===== config.mk =====
export PLATFORM = sky130hd
export DESIGN_NAME = lrmb_ctrl
export DESIGN_NICKNAME = d
export VERILOG_FILES = /design/src/rtl/core/lrmb_pkg.sv /design/src/rtl/core/lrmb_ctrl.sv
export SDC_FILE = /design/constraint.sdc
export NUM_CORES = 1
export LEC_CHECK = 0
export BUFFER_PORTS_ARGS = -buffer_cell sky130_fd_sc_hd__buf_2
export CAP_MARGIN = 20
export CORE_MARGIN = 1.5
export CORE_UTILIZATION = 58
export CTS_BUF_LIST = sky130_fd_sc_hd__clkbuf_2
export CTS_CLUSTER_DIAMETER = 150
export DETAILED_ROUTE_END_ITERATION = 8
export PLACE_DENSITY = 0.86
export SLEW_MARGIN = 20
export SYNTH_ARGS = -nofsm -noshare
export SYNTH_HDL_FRONTEND = slang
export SYNTH_SLANG_ARGS = --single-unit

===== constraint.sdc =====
create_clock -name clk -period 4 [get_ports clk]
set_input_delay 0.8 -clock clk [delete_from_list [all_inputs] [get_ports clk]]
set_output_delay 0.8 -clock clk [all_outputs]
set_load 0.05 [all_outputs]

===== src/rtl/core/lrmb_pkg.sv =====
// Shared types and constants for the linear regression gradient step core.
// Used by the controller, datapath and top level.
`default_nettype none
package lrmb_pkg;

	localparam int MAX_FEATURES = 8;
	localparam int IDX_W = $clog2(MAX_FEATURES);
	localparam int CFG_IDX_W = 1;
	localparam int CFG_DATA_W = 16;

	typedef enum logic [CFG_IDX_W-1:0] {
		REG_DIMENSION = 1'b0,
		REG_STEP_SIZE = 1'b1
	} reg_idx_t;

	typedef enum logic [1:0] {
		OP_TRAIN = 2'd0,
		OP_LOSS  = 2'd1,
		OP_READ  = 2'd2,
		OP_CLEAR = 2'd3
	} op_t;

	typedef enum logic [3:0] {
		CMD_NONE,
		CMD_H_MUL,
		CMD_H_ACC,
		CMD_ERR,
		CMD_G_MUL,
		CMD_G_ACC,
		CMD_L_MUL,
		CMD_L_ACC,
		CMD_U_LO,
		CMD_U_HI,
		CMD_U_ACC,
		CMD_GRAD_CLR,
		CMD_EMIT_W,
		CMD_EMIT_L,
		CMD_CLR_W
	} cmd_t;

	typedef struct packed {
		logic             take;
		cmd_t             cmd;
		logic [IDX_W-1:0] idx;
		logic             last;
	} ctl_t;

	typedef struct packed {
		logic out_free;
	} stat_t;

	typedef struct packed {
		logic [1:0]          opcode;
		logic signed [15:0]  x0;
		logic signed [15:0]  x1;
		logic signed [15:0]  x2;
		logic signed [15:0]  x3;
		logic signed [15:0]  x4;
		logic signed [15:0]  x5;
		logic signed [15:0]  x6;
		logic signed [15:0]  x7;
		logic signed [15:0]  target;
		logic                last_in_batch;
	} sample_t;

endpackage
`default_nettype wire


===== src/rtl/core/lrmb_ctrl.sv =====
// Sequencer for the gradient step core: walks features one at a time and
// issues datapath commands. Depends on lrmb_pkg.
`default_nettype none
module lrmb_ctrl (
	input  wire logic                     clk,
	input  wire logic                     arst_n,
	input  wire logic                     in_valid,
	input  wire logic [1:0]               in_opcode,
	input  wire logic                     in_last,
	input  wire logic [lrmb_pkg::IDX_W-1:0] dmax,
	input  wire lrmb_pkg::stat_t          stat,
	output logic                          in_ready,
	output lrmb_pkg::ctl_t                ctl
);

	typedef enum logic [3:0] {
		S_IDLE, S_H_MUL, S_H_ACC, S_ERR, S_G_MUL, S_G_ACC, S_L_MUL, S_L_ACC,
		S_U_LO, S_U_HI, S_U_ACC, S_GCLR, S_EMIT_W, S_EMIT_L, S_CLR
	} state_t;

	state_t                      state_q;
	logic [lrmb_pkg::IDX_W-1:0]  idx_q;
	lrmb_pkg::op_t               op_q;
	logic                        last_q;
	logic                        at_end;

	assign in_ready = (state_q == S_IDLE);
	assign at_end   = (idx_q == dmax);

	always_comb begin
		ctl.take = in_valid && in_ready;
		ctl.idx  = idx_q;
		ctl.last = at_end;
		unique case (state_q)
			S_H_MUL:  ctl.cmd = lrmb_pkg::CMD_H_MUL;
			S_H_ACC:  ctl.cmd = lrmb_pkg::CMD_H_ACC;
			S_ERR:    ctl.cmd = lrmb_pkg::CMD_ERR;
			S_G_MUL:  ctl.cmd = lrmb_pkg::CMD_G_MUL;
			S_G_ACC:  ctl.cmd = lrmb_pkg::CMD_G_ACC;
			S_L_MUL:  ctl.cmd = lrmb_pkg::CMD_L_MUL;
			S_L_ACC:  ctl.cmd = lrmb_pkg::CMD_L_ACC;
			S_U_LO:   ctl.cmd = lrmb_pkg::CMD_U_LO;
			S_U_HI:   ctl.cmd = lrmb_pkg::CMD_U_HI;
			S_U_ACC:  ctl.cmd = lrmb_pkg::CMD_U_ACC;
			S_GCLR:   ctl.cmd = lrmb_pkg::CMD_GRAD_CLR;
			S_CLR:    ctl.cmd = lrmb_pkg::CMD_CLR_W;
			S_EMIT_W: ctl.cmd = stat.out_free ? lrmb_pkg::CMD_EMIT_W : lrmb_pkg::CMD_NONE;
			S_EMIT_L: ctl.cmd = stat.out_free ? lrmb_pkg::CMD_EMIT_L : lrmb_pkg::CMD_NONE;
			default:  ctl.cmd = lrmb_pkg::CMD_NONE;
		endcase
	end

	always_ff @(posedge clk or negedge arst_n) begin
		if (!arst_n) begin
			state_q <= S_IDLE;
			idx_q   <= '0;
			op_q    <= lrmb_pkg::OP_TRAIN;
			last_q  <= 1'b0;
		end else begin
			unique case (state_q)
				S_IDLE: begin
					if (ctl.take) begin
						op_q   <= lrmb_pkg::op_t'(in_opcode);
						last_q <= in_last;
						idx_q  <= '0;
						unique case (lrmb_pkg::op_t'(in_opcode))
							lrmb_pkg::OP_READ:  state_q <= S_EMIT_W;
							lrmb_pkg::OP_CLEAR: state_q <= S_CLR;
							default:            state_q <= S_H_MUL;
						endcase
					end
				end
				S_H_MUL: state_q <= S_H_ACC;
				S_H_ACC: begin
					if (at_end) begin
						state_q <= S_ERR;
					end else begin
						idx_q   <= idx_q + 1'b1;
						state_q <= S_H_MUL;
					end
				end
				S_ERR: begin
					idx_q   <= '0;
					state_q <= (op_q == lrmb_pkg::OP_TRAIN) ? S_G_MUL : S_L_MUL;
				end
				S_G_MUL: state_q <= S_G_ACC;
				S_G_ACC: begin
					if (!at_end) begin
						idx_q   <= idx_q + 1'b1;
						state_q <= S_G_MUL;
					end else if (last_q) begin
						idx_q   <= '0;
						state_q <= S_U_LO;
					end else begin
						state_q <= S_IDLE;
					end
				end
				S_U_LO: state_q <= S_U_HI;
				S_U_HI: state_q <= S_U_ACC;
				S_U_ACC: begin
					if (at_end) begin
						state_q <= S_GCLR;
					end else begin
						idx_q   <= idx_q + 1'b1;
						state_q <= S_U_LO;
					end
				end
				S_GCLR:  state_q <= S_IDLE;
				S_L_MUL: state_q <= S_L_ACC;
				S_L_ACC: state_q <= last_q ? S_EMIT_L : S_IDLE;
				S_EMIT_L: begin
					if (stat.out_free) state_q <= S_IDLE;
				end
				S_EMIT_W: begin
					if (stat.out_free) begin
						if (at_end) state_q <= S_IDLE;
						else idx_q <= idx_q + 1'b1;
					end
				end
				S_CLR:   state_q <= S_IDLE;
				default: state_q <= S_IDLE;
			endcase
		end
	end

endmodule
`default_nettype wire


* Word-level counts from Yosys, hierarchy flattened *
Index checks and enable logic that the tools add are counted.

word-level totals
  register bits after elaboration = 10
  input port bits = 10
  output and inout port bits = 10

cells by class
  add/sub/neg operators = 1
  equality and inequality tests = 22
  muxes and demuxes = 21
  reduce and logical (&&, ||, !) cells = 8

operators with widths
  operator                                                                count
  4-bit case mux with 14 select lines                                     1
  4-bit case mux with 13 select lines                                     1
  4-bit two-way mux                                                       9
  4-bit equality test (second input constant)                             7
  4-bit by 3-bit equality test with 1-bit output (second input constant)  4
  3-bit two-way mux                                                       5
  3-bit case mux with 5 select lines                                      1
  4-bit by 2-bit equality test with 1-bit output (second input constant)  2
  4-bit case mux with 2 select lines                                      1
  4-bit AND reduction                                                     2
  2-bit two-way mux                                                       3
  2-bit != test (second input constant)                                   3
  5-bit nonzero test                                                      1
  2-bit equality test (second input constant)                             2
  4-bit by 1-bit equality test with 1-bit output (second input constant)  1
  4-bit zero test                                                         1
  3-bit by 1-bit adder with 3-bit output (second input constant)          1
  3-bit equality test                                                     1
  3-bit != test (second input constant)                                   1
  2-bit zero test                                                         1
  2-bit by 1-bit != test with 1-bit output (second input constant)        1
  2-bit AND reduction                                                     1
  2-bit OR reduction                                                      1
  1-bit logical AND                                                       1

* Depth between registers and ports, before layout *
Gate-level depths: netlist of run 1.

  depth after elaboration = 4
  gate-level depth with buffers = 6
  gate-level depth less buffers = 6

* Worst setup path before layout of run 1 *
OpenSTA, ideal clock, no wires.

  path kind = reg-to-output
  start point = register state_q[1]
  end point = output ctl[8] (netlist bit)
  arrival = 1,863 ps
  path slack = 1,337 ps
  cell stages (with the launch flop) = 5
  buffers on the path = 1
  cell sequence = dfrtp_1 > buf_2 > nor4_4 > nand2_1 > inv_1

RTL lines
  what                    RTL line          text
  start, declared         lrmb_ctrl.sv:21   state_t state_q;
  start signal, assigned  lrmb_ctrl.sv:84   state_q <= (op_q == lrmb_pkg::OP_TRAIN) ? S_G_MUL : S_L_MUL;
  start signal, assigned  lrmb_ctrl.sv:110  S_L_ACC: state_q <= last_q ? S_EMIT_L : S_IDLE;
  end, declared           lrmb_ctrl.sv:13   output lrmb_pkg::ctl_t ctl

==> results of run 1 <==
==> logic make-up after synthesis <==
logic type,synth area share
buffers and inverters,0.08454
XOR/XNOR,0.03350
flip-flops,0.3190
multiplexers,0.05423
AO/OA/AOI/OAI,0.2903
AND/OR/NAND/NOR,0.2026
adder cells (fa/ha/maj),0.01595
==> cell usage after synthesis <==
| library cell | number |
|---|---|
| o21ai_0 | 6 |
| a21oi_1 | 10 |
| nor4_4 | 1 |
| buf_4 | 2 |
| nor2_1 | 8 |
| o2bb2ai_1 | 1 |
| a31oi_1 | 2 |
| o22ai_1 | 3 |
| nand4_1 | 2 |
| dfrtp_1 | 10 |
| inv_1 | 7 |
| and3_4 | 1 |
| a221oi_1 | 1 |
| inv_2 | 2 |
| nor4_1 | 1 |
| a32o_1 | 1 |
| nand2_1 | 7 |
| ha_1 | 1 |
| mux2i_1 | 2 |
| xnor2_1 | 3 |
| or2_2 | 1 |
| a221o_1 | 1 |
| o21bai_1 | 1 |
| o21a_1 | 1 |
| a2bb2oi_1 | 2 |
| a2111oi_0 | 1 |
| o31ai_1 | 1 |
| buf_2 | 2 |
| nor2b_1 | 4 |
| o211ai_1 | 1 |
| mux2_2 | 2 |
| a21o_1 | 3 |
| nand3_1 | 4 |
| clkbuf_1 | 2 |
==> critical path: stages (launching register included) <==
cell     delay, ns
dfrtp_1       0.60
nor4_4        0.43
nand2_1       0.16
inv_1         0.11
buf_2         0.27
==> stage by stage <==
| step | utilization | setup slack [ns] | std cells | total power [mW] | instance area [um2] |
|---|---|---|---|---|---|
| floorplan | - | 1.337 | 97 | 0.6430 | 784.5 |
| detailed placement | 0.6738 | 1.462 | 125 | 0.7371 | 865.8 |
| global route | 0.6884 | 1.270 | 129 | 0.8491 | 884.6 |
| CTS | 0.6884 | 1.372 | 129 | 0.7912 | 884.6 |
| global placement | 0.6738 | 1.507 | 125 | 0.7242 | 865.8 |
| finish | 0.6884 | 1.391 | 129 | 0.7894 | 884.6 |
==> sequential cells by signal, summed over array words and instances, names as in the netlist <==
register  cells
op_q          2
last_q        1
state_q       4
idx_q         3
==> report_power, final <==
part | total [mW] | internal, mW | switching, mW
Clock | 0.0524 | 0.0217 | 0.0307
Sequential | 0.241 | 0.142 | 0.0989
Combinational | 0.496 | 0.178 | 0.318
==> cell type report <==
type | instances | area [um2]
clock buffers | 3 | 15.01
multi-input cells | 72 | 467.9
inverters | 9 | 33.78
repair buffers | 19 | 95.09
clock inverters | 1 | 3.754
fillers | 118 | 400.4
flip-flops and latches | 10 | 250.2
well taps | 15 | 18.77
==> worst paths after layout <==
| kind | from | end | slack, ns | depth (start not counted) |
|---|---|---|---|---|
| worst min register to register | op_q[1] | op_q[1] | 0.52 | 1 |
| worst min-delay path | arst_n | op_q[0] | 0.39 | 1 |
| worst max-delay path | state_q[0] | ctl[8] | 1.39 | 4 |
| max in group asynchronous | arst_n | state_q[0] | 3.43 | 1 |
| worst max register to register | state_q[0] | idx_q[2] | 1.99 | 5 |
| min in group clk | op_q[1] | op_q[1] | 0.52 | 1 |
==> layer usage <==
metal / vias to the layer above / wire length (um) / share of wire
met2: 31 / 833 / 0.48
met3: 4 / 110 / 0.063
li1: 387 / - / -
met4: 0 / 38 / 0.022
met5: - / 0 / 0
met1: 360 / 759 / 0.44
==> impl_metrics.csv, run 1 <==
group,metric,value,unit
outcome,status,"completed",
routing,drt_iter0_markers,28,
cells_and_area,drive_above_1_share,0.2544,
global_routing,gr-usage-met1,0.3169,
global_routing,grt_pass1_wl,2511,um
global_routing,grt_pass1_vias,585,
clock_network,numCtsBuffers,3,
setup_path,start_kind,"flop",
clock_network,cts.repair.resized,0,
global_routing,use_met2,0.3975,
global_routing,grt_max_degree,20,
setup_path,crit_arrival,1.81,ns
global_routing,grt_usage,0.2512,
flow_run,maxCapViolCount,0,
routing,vias,782,
placed_design,routabilityCongestion,0.8131,
logic_synthesis,yosys_warnings,0,
cells_and_area,insertedDiodeCount,0,
clock_network,htreeDepth,1,
placed_design,hpwl,1371,um
timing,period_needed,2.609,ns
global_routing,grt_remaining_overflow,0,
clock_network,clock_latency,0.24,ns
timing,rsz0062_at_grt,"false",
routing,antenna_left,0,
timing,period_share,0.6524,
clock_network,clock_sinks,10,
logic_synthesis,yosysSeqAreaShare,0.3190,
placed_design,port_buffers,19,
setup_path,path_class,"flop to output pin",
clock_network,clock_path_buffers,2,
timing,setup_violations,0,
timing,whs,0.3906,ns
timing,fin_worst_skew,0.002618,ns
clock_network,hold_buffers,0,
timing,final_hold_viol_count,0,
logic_synthesis,syn_area,784.5,um2
setup_path,critical_path.max_fanout,19,
routing,drcViolationCount,0,
floorplanning,die_y,39.78,um
logic_synthesis,syn_nets,108,
floorplanning,fp.coreArea,1285,um2
logic_synthesis,synth.area.top_cells,"dfrtp_1, a21oi_1, o21ai_0",
power,vdd_drop_max,0.0004919,V
timing,setup_tns,0,ns
floorplanning,dieArea,1582,um2
clock_network,cts_setup_buffers,0,
global_routing,grt.busiest_layer,"met2",
floorplanning,initial_core_util,0.6105,
logic_synthesis,ys_ff_latch,10,
power,p_leak,0.4290,nW
routing,drt-pass1-iter-count,4,
routing,routed_wirelength,1742,um
timing,slew_violations,0,
routing,wl_per_cell,13.50,um
logic_synthesis,synth_cell_types,34,
clock_network,cts_tree,"yes",
setup_path,crit_path_end_kind,"output pin",
routing,via_per_inst,6.062,
clock_network,clockRootBuffer,"clkbuf_2",
floorplanning,ios,20,
cells_and_area,final_common_cell,"buf_2",
clock_network,clk_pin_slew,0.09,ns
power,powerDensity,892.4,nW/um2
cells_and_area,area_growth,12.76,%
logic_synthesis,synth_top_area_share,0.3190,
global_routing,antenna_found_initial,0,
setup_path,worstPathRequired,3.20,ns
cells_and_area,final_cell_mix,"buf_2, a21oi_1, dfrtp_1",
timing,slew_headroom,0.6121,
timing,fmax,0.3832,GHz
timing,worst_pin_slew,0.5818,ns
logic_synthesis,post_synth.cell_area_avg,8.088,um2
global_routing,gr-usage-met3,0.03409,
logic_synthesis,netlist_instances,97,
hold_path,min_path_type,"primary input to asynchronous set/reset pin",
logic_synthesis,synth_top_area_cell,"dfrtp_1",
cells_and_area,nets,126,
floorplanning,chipWidth,39.78,um
floorplanning,num_rows,13,
Note: power is estimated with default switching activity, not from simulation.
==> run 2: changes to the inputs <==
Settings changed: CORE_UTILIZATION 58 to 48, PLACE_DENSITY 0.86 to 0.76.
Clock period 4 ns to 2.25 ns, I/O delays scaled along.
==> impl_metrics.csv, run 2 (synthesis gave the netlist of run 1 again) <==
group,metric,value,unit
clock_network,clock_sinks,10,
timing,rsz0062_at_grt,"false",
cells_and_area,top_register,"state_q",
placed_design,port_buffers,19,
timing,fmax,0.4742,GHz
global_routing,grt_remaining_overflow,0,
timing,final_hold_viol_count,0,
clock_network,numCtsBuffers,3,
power,power,1.416,mW
timing,slew_headroom,0.6828,
floorplanning,die_y,43.43,um
timing,period_needed,2.109,ns
clock_network,htreeDepth,1,
cells_and_area,nets,126,
cells_and_area,fin_util,0.5878,
power,p_sw,0.8008,mW
power,combPwrFrac,0.621,
cells_and_area,largest_reg_flops,4,
clock_network,clock_path_buffers,2,
floorplanning,chipWidth,43.43,um
cells_and_area,final_cell_mix,"buf_2, a21oi_1, nor2_1",
routing,wl_per_cell,13.10,um
global_routing,grt_usage,0.1984,
floorplanning,dieArea,1886,um2
cells_and_area,area_growth,14.19,%
routing,via_per_inst,5.931,
setup_path,path_class,"flop to output pin",
timing,fin_worst_skew,0.005693,ns
routing,drcViolationCount,0,
routing,drt-pass1-iter-count,4,
timing,worst_pin_slew,0.4758,ns
routing,vias,771,
flow_run,maxCapViolCount,0,
setup_path,reg2reg_from,"state_q[2]",
cells_and_area,drive_above_1_share,0.2982,
cells_and_area,final_common_cell,"buf_2",
placed_design,hpwl,1267,um
routing,antenna_left,0,
hold_path,min_path_type,"primary input to asynchronous set/reset pin",
clock_network,clockRootBuffer,"clkbuf_2",
global_routing,antenna_found_initial,0,
floorplanning,num_rows,14,
outcome,status,"completed",
power,p_int,0.6156,mW
floorplanning,fp.coreArea,1524,um2
global_routing,grt_max_degree,20,
global_routing,grt_pass1_wl,2829,um
cells_and_area,reg.largest.list,"state_q: 4 flops, idx_q: 3 flops, op_q: 2 flops",
routing,routed_wirelength,1703,um
clock_network,clk_pin_slew,0.10,ns
floorplanning,initial_core_util,0.5148,
timing,slew_violations,0,
global_routing,grt_pass1_vias,630,
setup_path,worstPathRequired,1.80,ns
power,swShare,0.5654,
clock_network,cts_tree,"yes",
setup_path,start_kind,"flop",
power,powerDensity,1581,nW/um2
setup_path,critPathLaunch,"state_q[0]",
clock_network,hold_buffers,0,
setup_path,crit_path_end_kind,"output pin",
power,clockPowerShare,0.070,
power,p_seq_frac,0.310,
floorplanning,ios,20,
clock_network,clock_latency,0.25,ns
power,vdd_drop_max,0.0007167,V
timing,period_share,0.9373,
setup_path,critical_path.max_fanout,19,
timing,setup_tns,0,ns
setup_path,crit_arrival,1.66,ns
routing,drt_iter0_markers,32,
power,p_leak,0.4166,nW
placed_design,routabilityCongestion,0.8133,
timing,setup_violations,0,
cells_and_area,insertedDiodeCount,0,
-- run 2: stage by stage --
step | area (um2) | setup slack, ns | std cells | hold slack, ns
6_report | 895.9 | 0.1410 | 130 | 0.03494
5_1_grt | 895.9 | 0.04312 | 130 | 0.02738
4_1_cts | 892.1 | 0.0009728 | 130 | 0.02914
3_5_place_dp | 873.3 | 0.3015 | 126 | 0.3202
3_3_place_gp | 873.3 | 0.3398 | 126 | 0.3171
2_1_floorplan | 790.8 | 0.04854 | 97 | 0.1544
-- run 2: power groups by stage --
stage / combinational [mW] / sequential (mW) / clock, mW
finish: 0.879 / 0.439 / 0.0989
global route: 0.954 / 0.459 / 0.112
CTS: 0.880 / 0.431 / 0.105
detailed placement: 0.876 / 0.435 / 0
global placement: 0.872 / 0.430 / 0
floorplan: 0.788 / 0.363 / 0
-- run 2: worst paths after layout --
kind	slack (ns)	endpoint	cells past startpoint
setup reg to reg	0.41	idx_q[2]	5
min in group clk	0.41	last_q	3
setup / recovery	0.14	ctl[8]	4
max in group asynchronous	2.01	state_q[1]	1
hold reg to reg	0.52	op_q[0]	1
hold / removal	0.03	idx_q[1]	1
-- run 2: timing repair --
item | 4_1_cts | 5_1_grt
resized for setup | 0 | 3
buffers inserted | 0 | 0
setup endpoints to repair | 0 | 3
-- run 2: layout make-up --
type | count | area (um2)
Clock buffer | 3 | 15.01
Clock inverter | 1 | 3.754
Fill cell | 142 | 628.1
Inverter | 9 | 37.54
Multi-Input combinational cell | 72 | 470.5
Sequential cell | 10 | 254.0
Tap cell | 16 | 20.02
Timing Repair Buffer | 19 | 95.09
-- run 2: worst max-delay path, cell delays in order, from the launching register on --
cell and delay, ns:
dfrtp_2 0.55, nor4_4 0.38, nand2_2 0.14, clkinvlp_4 0.09
buf_2 0.25
-- run 2: routing by layer --
layer  track usage  wire, um  vias up
met4        0.1091         8        0
met3       0.01250       151        2
met5             0         0        -
li1              -         -      384
met1        0.3113       791      344
met2        0.2687       752       41
